### src/rtl/core/usart_pkg.sv
package usart_pkg;

  // Request codes on the command field.
  localparam logic [2:0] CmdBusWrite = 3'd0;
  localparam logic [2:0] CmdBusRead  = 3'd1;
  localparam logic [2:0] CmdLineByte = 3'd2;
  localparam logic [2:0] CmdRxDone   = 3'd3;
  localparam logic [2:0] CmdTxDone   = 3'd4;

  // Bus address bit.
  localparam logic PortData    = 1'b0;
  localparam logic PortControl = 1'b1;

  // Control write sequence.
  localparam logic [1:0] PhMode  = 2'd0;
  localparam logic [1:0] PhSync1 = 2'd1;
  localparam logic [1:0] PhSync2 = 2'd2;
  localparam logic [1:0] PhCmd   = 2'd3;

  // Status bit positions.
  localparam int unsigned StTxRdy   = 0;
  localparam int unsigned StRxRdy   = 1;
  localparam int unsigned StTxEmpty = 2;
  localparam int unsigned StOverrun = 4;
  localparam logic [6:0]  StErrMask = 7'h38;
  localparam logic [6:0]  StReset   = 7'h05;

  // Command bit positions.
  localparam int unsigned CmTxEn   = 0;
  localparam int unsigned CmDtr    = 1;
  localparam int unsigned CmRxEn   = 2;
  localparam int unsigned CmRstErr = 4;
  localparam int unsigned CmRts    = 5;
  localparam int unsigned CmReset  = 6;

  // Baud rate factor codes in mode bits 1:0.
  localparam logic [1:0] RateSync = 2'd0;
  localparam logic [1:0] RateX1   = 2'd1;
  localparam logic [1:0] RateX16  = 2'd2;
  localparam logic [1:0] RateX64  = 2'd3;

  localparam int unsigned CharLenWidth = 10;

endpackage

### src/rtl/core/usart_char_time.sv
module usart_char_time (
  input  logic [7:0]                           mode_i,
  output logic [usart_pkg::CharLenWidth-1:0]   char_length_o
);

  // Half-bit count of one character: start, data, parity and stop bits.
  logic [4:0] half_bits;
  logic [4:0] stop_half;

  always_comb begin
    case (mode_i[7:6])
      2'd0:    stop_half = 5'd0;
      2'd1:    stop_half = 5'd2;
      2'd2:    stop_half = 5'd3;
      default: stop_half = 5'd4;
    endcase
    half_bits = 5'd12 + {2'b00, mode_i[3:2], 1'b0} + {3'b000, mode_i[4], 1'b0} + stop_half;
  end

  // The result is half_bits * rate / 2, so the rate factor becomes a shift.
  always_comb begin
    case (mode_i[1:0])
      usart_pkg::RateSync,
      usart_pkg::RateX1:  char_length_o = {6'd0, half_bits[4:1]};
      usart_pkg::RateX16: char_length_o = {2'd0, half_bits, 3'd0};
      usart_pkg::RateX64: char_length_o = {half_bits, 5'd0};
      default:            char_length_o = '0;
    endcase
  end

endmodule

### src/rtl/core/usart_register_interface.sv
// The result of a request is registered, loaded at the same edge that accepts the request.
// Throughput: one request per cycle; the result register lets a new request in while the
// current result is taken, so only a stalled result holds off the input.
// Reset (rst_ni low, asynchronous): control phase back to mode, the other state registers
// cleared, status reads transmitter ready and empty, and no result is pending.
module usart_register_interface (
  input  logic                                 clk_i,
  input  logic                                 rst_ni,

  input  logic                                 in_valid_i,
  output logic                                 in_ready_o,
  input  logic [2:0]                           command_i,
  input  logic                                 port_i,
  input  logic [7:0]                           data_i,
  input  logic                                 dsr_line_i,

  output logic                                 out_valid_o,
  input  logic                                 out_ready_i,
  output logic [7:0]                           read_data_o,
  output logic [7:0]                           tx_byte_o,
  output logic                                 tx_valid_o,
  output logic                                 tx_timer_start_o,
  output logic                                 tx_timer_cancel_o,
  output logic                                 rx_timer_start_o,
  output logic                                 rx_timer_cancel_o,
  output logic [usart_pkg::CharLenWidth-1:0]   char_length_o,
  output logic                                 rts_line_o,
  output logic                                 dtr_line_o,
  output logic                                 rx_ready_line_o,
  output logic                                 recv_signal_o
);

  // Register file of the USART. The sync characters are written as part of the control
  // sequence, but since sync detection is not modeled their values are never needed and
  // they are not kept.
  logic [1:0]                          phase_q, phase_d;
  logic [7:0]                          mode_q, mode_d;
  logic [7:0]                          cmd_q, cmd_d;
  logic [6:0]                          status_q, status_d;
  logic [7:0]                          rx_buf_q, rx_buf_d;
  logic                                rx_wait_q, rx_wait_d;
  logic [7:0]                          shift_q, shift_d;
  logic [7:0]                          hold_q, hold_d;
  logic [usart_pkg::CharLenWidth-1:0]  char_len_q, char_len_d;
  logic                                rx_pin_q, rx_pin_d;

  // Result of the request being accepted this cycle.
  logic [7:0] rd_data;
  logic [7:0] tx_byte;
  logic       tx_vld, tx_start, tx_cancel, rx_start, rx_cancel, recv_sig;

  // Character time that a mode write with the current bus byte would set.
  logic [usart_pkg::CharLenWidth-1:0] new_char_len;

  logic accept;
  logic out_valid_q;

  usart_char_time u_char_time (
    .mode_i        (data_i),
    .char_length_o (new_char_len)
  );

  // The result register frees up when it is empty or being drained this cycle.
  assign in_ready_o = !out_valid_q || out_ready_i;
  assign accept     = in_valid_i && in_ready_o;

  always_comb begin
    phase_d    = phase_q;
    mode_d     = mode_q;
    cmd_d      = cmd_q;
    status_d   = status_q;
    rx_buf_d   = rx_buf_q;
    rx_wait_d  = rx_wait_q;
    shift_d    = shift_q;
    hold_d     = hold_q;
    char_len_d = char_len_q;
    rx_pin_d   = rx_pin_q;

    rd_data   = 8'd0;
    tx_byte   = 8'd0;
    tx_vld    = 1'b0;
    tx_start  = 1'b0;
    tx_cancel = 1'b0;
    rx_start  = 1'b0;
    rx_cancel = 1'b0;
    recv_sig  = 1'b0;

    case (command_i)
      usart_pkg::CmdBusWrite: begin
        if (port_i == usart_pkg::PortData) begin
          // With TX enabled, a data write goes to an idle shifter, else to the holding byte.
          if (cmd_q[usart_pkg::CmTxEn]) begin
            if (status_q[usart_pkg::StTxEmpty]) begin
              status_d[usart_pkg::StTxEmpty] = 1'b0;
              shift_d  = data_i;
              tx_start = 1'b1;
            end else begin
              hold_d = data_i;
              status_d[usart_pkg::StTxRdy] = 1'b0;
            end
          end
        end else begin
          case (phase_q)
            usart_pkg::PhMode: begin
              mode_d     = data_i;
              char_len_d = new_char_len;
              // Synchronous mode (rate code zero) expects sync characters next.
              phase_d = (data_i[1:0] == usart_pkg::RateSync) ? usart_pkg::PhSync1
                                                             : usart_pkg::PhCmd;
            end
            usart_pkg::PhSync1: begin
              // Mode bit 7 selects a single sync character in synchronous mode.
              phase_d = mode_q[7] ? usart_pkg::PhCmd : usart_pkg::PhSync2;
            end
            usart_pkg::PhSync2: begin
              phase_d = usart_pkg::PhCmd;
            end
            default: begin
              if (data_i[usart_pkg::CmReset]) begin
                // An internal reset only rewinds the control sequence.
                phase_d = usart_pkg::PhMode;
              end else begin
                cmd_d = data_i;
                if (!data_i[usart_pkg::CmTxEn]) begin
                  tx_cancel = 1'b1;
                  status_d[usart_pkg::StTxRdy]   = 1'b1;
                  status_d[usart_pkg::StTxEmpty] = 1'b1;
                end
                if (data_i[usart_pkg::CmRstErr]) begin
                  status_d = status_d & ~usart_pkg::StErrMask;
                end
                // Toggling the receive enable clears errors and tells the line side.
                if (data_i[usart_pkg::CmRxEn] != cmd_q[usart_pkg::CmRxEn]) begin
                  status_d = status_d & ~usart_pkg::StErrMask;
                  if (data_i[usart_pkg::CmRxEn]) begin
                    rx_wait_d = 1'b1;
                  end else begin
                    rx_cancel = 1'b1;
                    status_d[usart_pkg::StRxRdy] = 1'b0;
                  end
                  recv_sig = 1'b1;
                end
              end
            end
          endcase
        end
      end
      usart_pkg::CmdBusRead: begin
        if (port_i == usart_pkg::PortData) begin
          status_d[usart_pkg::StRxRdy] = 1'b0;
          rx_pin_d = 1'b0;
          rd_data  = rx_buf_q;
        end else begin
          rd_data = {dsr_line_i, status_q};
        end
      end
      usart_pkg::CmdLineByte: begin
        if (rx_wait_q && cmd_q[usart_pkg::CmRxEn]) begin
          // A byte landing on an unread buffer is dropped and flagged as overrun.
          if (status_q[usart_pkg::StRxRdy]) begin
            status_d[usart_pkg::StOverrun] = 1'b1;
          end else begin
            rx_buf_d = data_i;
            status_d[usart_pkg::StRxRdy] = 1'b1;
            rx_pin_d = 1'b1;
          end
          rx_wait_d = 1'b0;
          rx_start  = 1'b1;
        end
      end
      usart_pkg::CmdRxDone: begin
        if (cmd_q[usart_pkg::CmRxEn]) begin
          rx_wait_d = 1'b1;
          recv_sig  = 1'b1;
        end
      end
      usart_pkg::CmdTxDone: begin
        if (!status_q[usart_pkg::StTxEmpty] && cmd_q[usart_pkg::CmTxEn]) begin
          tx_byte = shift_q;
          tx_vld  = 1'b1;
          // Either the line goes idle or the holding byte moves into the shifter.
          if (status_q[usart_pkg::StTxRdy]) begin
            status_d[usart_pkg::StTxEmpty] = 1'b1;
          end else begin
            status_d[usart_pkg::StTxRdy]   = 1'b1;
            status_d[usart_pkg::StTxEmpty] = 1'b0;
            shift_d  = hold_q;
            tx_start = 1'b1;
          end
        end
      end
      default: begin
        // Unknown codes leave the state alone and report the line levels only.
      end
    endcase
  end

  always_ff @(posedge clk_i or negedge rst_ni) begin
    if (!rst_ni) begin
      phase_q    <= usart_pkg::PhMode;
      mode_q     <= '0;
      cmd_q      <= '0;
      status_q   <= usart_pkg::StReset;
      rx_buf_q   <= '0;
      rx_wait_q  <= 1'b0;
      shift_q    <= '0;
      hold_q     <= '0;
      char_len_q <= '0;
      rx_pin_q   <= 1'b0;
    end else if (accept) begin
      phase_q    <= phase_d;
      mode_q     <= mode_d;
      cmd_q      <= cmd_d;
      status_q   <= status_d;
      rx_buf_q   <= rx_buf_d;
      rx_wait_q  <= rx_wait_d;
      shift_q    <= shift_d;
      hold_q     <= hold_d;
      char_len_q <= char_len_d;
      rx_pin_q   <= rx_pin_d;
    end
  end

  // Result register: the valid flag is reset, the payload is simply loaded.
  always_ff @(posedge clk_i or negedge rst_ni) begin
    if (!rst_ni) begin
      out_valid_q <= 1'b0;
    end else if (in_ready_o) begin
      out_valid_q <= in_valid_i;
    end
  end

  always_ff @(posedge clk_i) begin
    if (accept) begin
      read_data_o       <= rd_data;
      tx_byte_o         <= tx_byte;
      tx_valid_o        <= tx_vld;
      tx_timer_start_o  <= tx_start;
      tx_timer_cancel_o <= tx_cancel;
      rx_timer_start_o  <= rx_start;
      rx_timer_cancel_o <= rx_cancel;
      char_length_o     <= char_len_d;
      rts_line_o        <= cmd_d[usart_pkg::CmRts];
      dtr_line_o        <= cmd_d[usart_pkg::CmDtr];
      rx_ready_line_o   <= rx_pin_d;
      recv_signal_o     <= recv_sig;
    end
  end

  assign out_valid_o = out_valid_q;

endmodule

### config.mk
export PLATFORM = sky130hd
export DESIGN_NAME = usart_register_interface
export DESIGN_NICKNAME = d
export VERILOG_FILES = /design/src/rtl/core/usart_pkg.sv /design/src/rtl/core/usart_char_time.sv /design/src/rtl/core/usart_register_interface.sv
export SDC_FILE = /design/constraint.sdc
export NUM_CORES = 1
export LEC_CHECK = 0
export ABC_CLOCK_PERIOD_IN_PS = 5090
export BUFFER_PORTS_ARGS = -buffer_cell sky130_fd_sc_hd__buf_4
export CORE_ASPECT_RATIO = 0.75
export CORE_MARGIN = 3
export CORE_UTILIZATION = 55
export CTS_BUF_LIST = sky130_fd_sc_hd__clkbuf_4
export DETAILED_ROUTE_END_ITERATION = 6
export PLACE_DENSITY = 0.77
export SLEW_MARGIN = 20
export SYNTH_ARGS = -nofsm -noshare
export SYNTH_HDL_FRONTEND = slang
export SYNTH_HIERARCHICAL = 1
export SYNTH_SLANG_ARGS = --single-unit
### constraint.sdc
create_clock -name clk_i -period 5.09 [get_ports clk_i]
set_clock_uncertainty 0.05 [all_clocks]
set_input_delay 1.018 -clock clk_i [delete_from_list [all_inputs] [get_ports clk_i]]
set_output_delay 1.018 -clock clk_i [all_outputs]
set_load 0.05 [all_outputs]
# Word level (Yosys, flattened, before mapping)
# Index checks and enable logic that the tools add are counted.
[word_totals] regBits=95 wordCells=176
[op_classes] eq_ne=31 muxes=73 bitwise_logic=7 addsub=3 n_reduce_logical=33
[ops] cell="8-bit two-way mux" n=6
[ops] cell="1-bit two-way mux" n=41
[ops] cell="6-bit two-way mux" n=6
[ops] cell="10-bit two-way mux" n=3
[ops] cell="10-bit one-hot mux with 3 select lines" n=1
[ops] cell="2-bit inequality test (second input constant)" n=14
[ops] cell="7-bit AND reduction" n=3
[ops] cell="8-bit one-hot mux with 2 select lines" n=1
[ops] cell="3-bit inequality test (second input constant)" n=5
[ops] cell="1-bit one-hot mux with 2 select lines" n=6
[ops] cell="4-bit AND reduction" n=3
[ops] cell="6-bit AND reduction" n=2
[ops] cell="5-bit two-way mux" n=2
[ops] cell="5-bit AND reduction" n=2
[ops] cell="3-bit one-hot mux with 3 select lines" n=1
[ops] cell="9-bit AND reduction" n=1
[ops] cell="2-bit == test (second input constant)" n=4
[ops] cell="8-bit AND reduction" n=1
[ops] cell="1-bit NOT" n=7
[ops] cell="7-bit OR reduction" n=1
[ops] cell="2-bit by 1-bit == test with 1-bit output (second input constant)" n=3
[ops] cell="3-bit by 2-bit == test with 1-bit output (second input constant)" n=2
[ops] cell="2-bit logical NOT" n=3
[ops] cell="2-bit two-way mux" n=3
[ops] cell="19 further kinds" n=26

# Depth between registers and ports, before layout
[depth] depth_word=8 mapped_depth=10 depth_no_buf=10

# Cells and area by module
# The synthesis kept the hierarchy.
[by_module_without_submodules] module="usart_register_interface" n_inst=1 area_per_inst_um2=3832.4 cells_each=269
[by_module_without_submodules] module="usart_char_time" n_inst=1 area_per_inst_um2=227.7 cells_each=32

# Worst setup path after synthesis
# Ideal clock, no wire load.
[synth_timing] kind="in2reg" start="input port data_i[6]" end="register char_length_o[6] (netlist bit) (data pin)" setup_slack_ps=2148 setup_ps=260 path_buffers=0 t_arrival_ps=2632 t_required_ps=4780 cell_stages=10 path_cell_list="inv_1 > ha_1 > fa_1 > inv_1 > ha_1 > inv_1 > ha_1 > mux2i_1 > and2_1 > mux2_2"
[synth_between] elab_chain_cells=7 word_cells_on_any_way=9 classes_between="add/sub (1); eq/ne (2); mux (5); reduce/logical (1)"
[synth_rtl] element="start, declared" line_no="usart_register_interface.sv:14" rtl="input logic [7:0] data_i,"
[synth_rtl] element="2-bit == test (tied with other cells)" line_no="usart_char_time.sv:11" rtl="case (mode_i[7:6])"
[synth_rtl] element="3-bit one-hot mux with 3 select lines (*)" line_no="usart_char_time.sv:11"
[synth_rtl] element="5-bit by 3-bit adder with 5-bit output (*)" line_no="usart_char_time.sv:17" rtl="half_bits = 5'd12 + {2'b00, mode_i[3:2], 1'b0} + {3'b000, mode_i[4], 1'b0} + stop_half;"
[synth_rtl] element="10-bit one-hot mux with 3 select lines (*)" line_no="usart_char_time.sv:22" rtl="case (mode_i[1:0])"
[synth_rtl] element="via new_char_len (one bit)" line_no="usart_register_interface.sv:53" rtl="logic [usart_pkg::CharLenWidth-1:0] new_char_len;"
[synth_rtl] element="10-bit two-way mux (*)" line_no="usart_register_interface.sv:103" rtl="case (phase_q)"
[synth_rtl] element="10-bit two-way mux (*)" line_no="usart_register_interface.sv:90" rtl="if (port_i == usart_pkg::PortData) begin"
[synth_rtl] element="10-bit two-way mux (*)" line_no="usart_register_interface.sv:88" rtl="case (command_i)"
[synth_rtl] element="via char_len_d (one bit)" line_no="usart_register_interface.sv:44" rtl="logic [usart_pkg::CharLenWidth-1:0] char_len_q, char_len_d;"
[synth_rtl] element="end signal, assigned" line_no="usart_register_interface.sv:242" rtl="char_length_o <= char_len_d;"
[synth_rtl] element="end, declared" line_no="usart_register_interface.sv:26" rtl="output logic [usart_pkg::CharLenWidth-1:0] char_length_o,"
# Mark *: on every way through the listed nets, which the timed path passes. The rest lies on a longest branch.
# A chain may end at the register's enable or synchronous reset.

# Worst setup path after layout
# Ends and elaborated chain as after synthesis.

==> flow_metrics.tcl <==
set metrics [dict create \
    ctsLongestPathBuffers 2 \
    postCtsSetupRepairBufs 0 \
    insertion_delay_ns 0.44 \
    p_sw_uw 449 \
    hpwl_um 5160 \
    die_h_um 80.4 \
    wirelength_um 7500 \
    regArea_um2 2250 \
    worstMarginPinSlew_ns 0.812 \
    reg2reg_slack_ns 2.75 \
    postRouteAntennaNets 0 \
    crit_fanout 9 \
    synth_cell_types 56 \
    tns_ns 0 \
    synth.area.top_cells "dfrtp_1 (28%), edfxtp_1 (26%), mux2_2 (14%), ha_1 (2.8%), mux2i_1 (2.0%)" \
    antenna_found_initial 0 \
    fin_util_pct 66.3 \
    fillers 533 \
    r2r_cells 5 \
    ys_seq_area_share_pct 55.5 \
    crit_path_end "char_length_o[6]" \
    viasPerCell 5.43 \
    final.min_clock_period_ns 2.73 \
    slew_viol_final 0 \
    placedCellCount 441 \
    antenna_cells 0 \
    track_usage_pct 19.3 \
    status "finished, final reports clean" \
    ios 54 \
    fin_nets 381 \
    synth_area_um2 4060 \
    syn-num-nets 328 \
    dr.pass1.iters 4 \
    cts_root_buf "clkbuf_4" \
    yosys_warnings 6 \
    gp_congestion 0.769 \
    rsz0062_at_grt "false" \
    cts.sinks 83 \
    crit_path_start_kind "input port" \
    required_ns 5.25 \
    synth_edf_count 35 \
    hold_path.class "reg2reg" \
    core_area_um2 6990 \
    max_freq_mhz 366 \
    grt_pass1_vias 2464 \
    ys_seq_elements 83 \
    grt_max_degree 49 \
    num_vias 2482 \
    synth_common_cells "mux2_2 (52), dfrtp_1 (46), edfxtp_1 (35)" \
    finalSetupViolCount 0 \
    p_per_area_nw_per_um2 320 \
    async_reset_ff_share_pct 57.8 \
    maxSlewHeadroom_pct 45.8 \
    maxCapViolCount 0 \
    place_area_um2 4520 \
    p_leak_uw 0.00213 \
    syn_area_per_cell_um2 13.5 \
    drc 0 \
    cts_hold_buf 0 \
    cts_resized 0 \
    avgRoutedWirePerCell_um 16.4 \
    final_area_um2 4640 \
    combPwrFrac_pct 22.4 \
    clkPwrFrac_pct 22.6 \
    finalCritPeriodShare_pct 53.7 \
    rows 26 \
    die_x_um 105 \
    finalNonFillerCells 457 \
    criticalPathCategory "in2reg" \
    r2r_start "out_valid_o" \
    endpoint_kind "register" \
    cts_buffers 9 \
    port_buffers 53 \
    grt_pass1_wl_um 12500 \
    area_delta_synth_final_pct 14.2 \
    startpoint "data_i[6]" \
    synthCells 301 \
    arrival_ns 2.89 \
    seqPwrFrac_pct 55.0 \
    ir_worst_vdd_mv 0.161 \
    cts_htree_levels 3 \
    p_int_uw 1040 \
    layout-drive-gt1-share_pct 40.7 \
    yosysTopAreaCell "dfrtp_1" \
    overflow 0 \
    tritoncts "built" \
    yosysMostFrequentCell "mux2_2" \
    clkTransAtPathRegs_ns 0.13 \
    hold_viol_final 0 \
    start_util_pct 58.1 \
    fp.dieArea_um2 8460 \
    multi_input_area_um2 1670 \
    netlist.area_leader.share_pct 28.4 \
    whs_ns 0.449 \
    r2r-end "char_len_q[5]" \
    drtIter0Drc 106 \
    swShare_pct 30.2 \
    synthFlopType "dfrtp_1" \
]
==> cell type report <==
class,instances,share of cell area [%]
sequential,83,48.6
timing repair buffer,55,8.91
inverter,17,1.38
clock inverter,3,0.405
clock buffer,13,2.11
multi-input combinational,188,35.9
tap,98,2.65
==> power by group through the flow <==
stage	Sequential (µW)	Clock [µW]	Combinational [µW]
floorplan	890	0	178
global placement	828	0	324
detailed placement	832	0	336
CTS	818	350	337
global route	829	377	366
finish	818	335	332
==> worst min-delay path by stage <==
stage                     from          to  slack (ns)  cells after the start
finish                rx_pin_q    rx_pin_q        0.45                      1
CTS                   rx_pin_q    rx_pin_q        0.46                      1
floorplan             rx_pin_q    rx_pin_q        0.39                      1
global route        shift_q[3]  shift_q[3]        0.47                      1
detailed placement    rx_pin_q    rx_pin_q        0.43                      1
global placement      rx_pin_q    rx_pin_q        0.41                      1
==> registers in the layout, summed over array words and instances (netlist names), 8 cells and up <==
register and cells:
shift_q 8, read_data_o 8, tx_byte_o 8, hold_q 8, rx_buf_q 8, char_len_q 10
char_length_o 10
==> layout by cell type, fill, tap and decap left out, types with 2 or more instances in the layout <==
| cell type | instances |
|---|---|
| nand2_1 | 13 |
| mux2_2 | 52 |
| nor2b_1 | 6 |
| and2_1 | 7 |
| nand2b_1 | 4 |
| nor3b_1 | 2 |
| dfrtp_1 | 46 |
| and3_1 | 9 |
| mux2_4 | 4 |
| ha_1 | 9 |
| o21ai_0 | 7 |
| clkbuf_4 | 13 |
| nor2_4 | 3 |
| nor3_1 | 3 |
| nor2_1 | 15 |
| dfstp_2 | 2 |
| edfxtp_1 | 35 |
| nand3_1 | 3 |
| clkinvlp_4 | 2 |
| inv_1 | 17 |
| a21oi_1 | 6 |
| buf_4 | 55 |
| mux2i_1 | 8 |
| o21a_1 | 3 |
| mux2_1 | 2 |
==> layer usage <==
metal | share of wire [%] | track usage (%) | wire, µm
met1 | 45 | 25.8 | 3390
met2 | 47 | 30.3 | 3530
met3 | 6.1 | 5.62 | 458
met4 | 1.4 | 6.95 | 108
met5 | 0 | 0 | 0
==> worst max-delay path, cell delays in order <==
cell and delay (ns):
buf_4 0.13, inv_1 0.05, ha_1 0.31, fa_1 0.36, inv_1 0.06, ha_1 0.13, inv_1 0.04, ha_1 0.31
mux2i_1 0.07, and2_1 0.16, mux2_2 0.25
==> metrics by stage <==
stage | total power, µW | setup WS, ns
final | 1490 | 2.36
after CTS | 1500 | 2.38
after global routing | 1570 | 2.32
after detailed placement | 1170 | 1.88
after global placement | 1150 | 1.95
after floorplan | 1070 | 2.15
==> kinds of logic (layout without fill, tap and decap cells) <==
group	after synthesis	in the layout	share of synthesized area [%]
flip-flops	83	83	55.5
AND/OR/NAND/NOR	82	82	13.6
multiplexers	66	66	18.4
buffers and inverters	30	88	3.61
AO/OA/AOI/OAI	29	29	5.36
adder cells (fa/ha/maj)	10	10	3.27
XOR/XNOR	1	1	0.216
No activity file was read; power rests on OpenSTA's default activity.
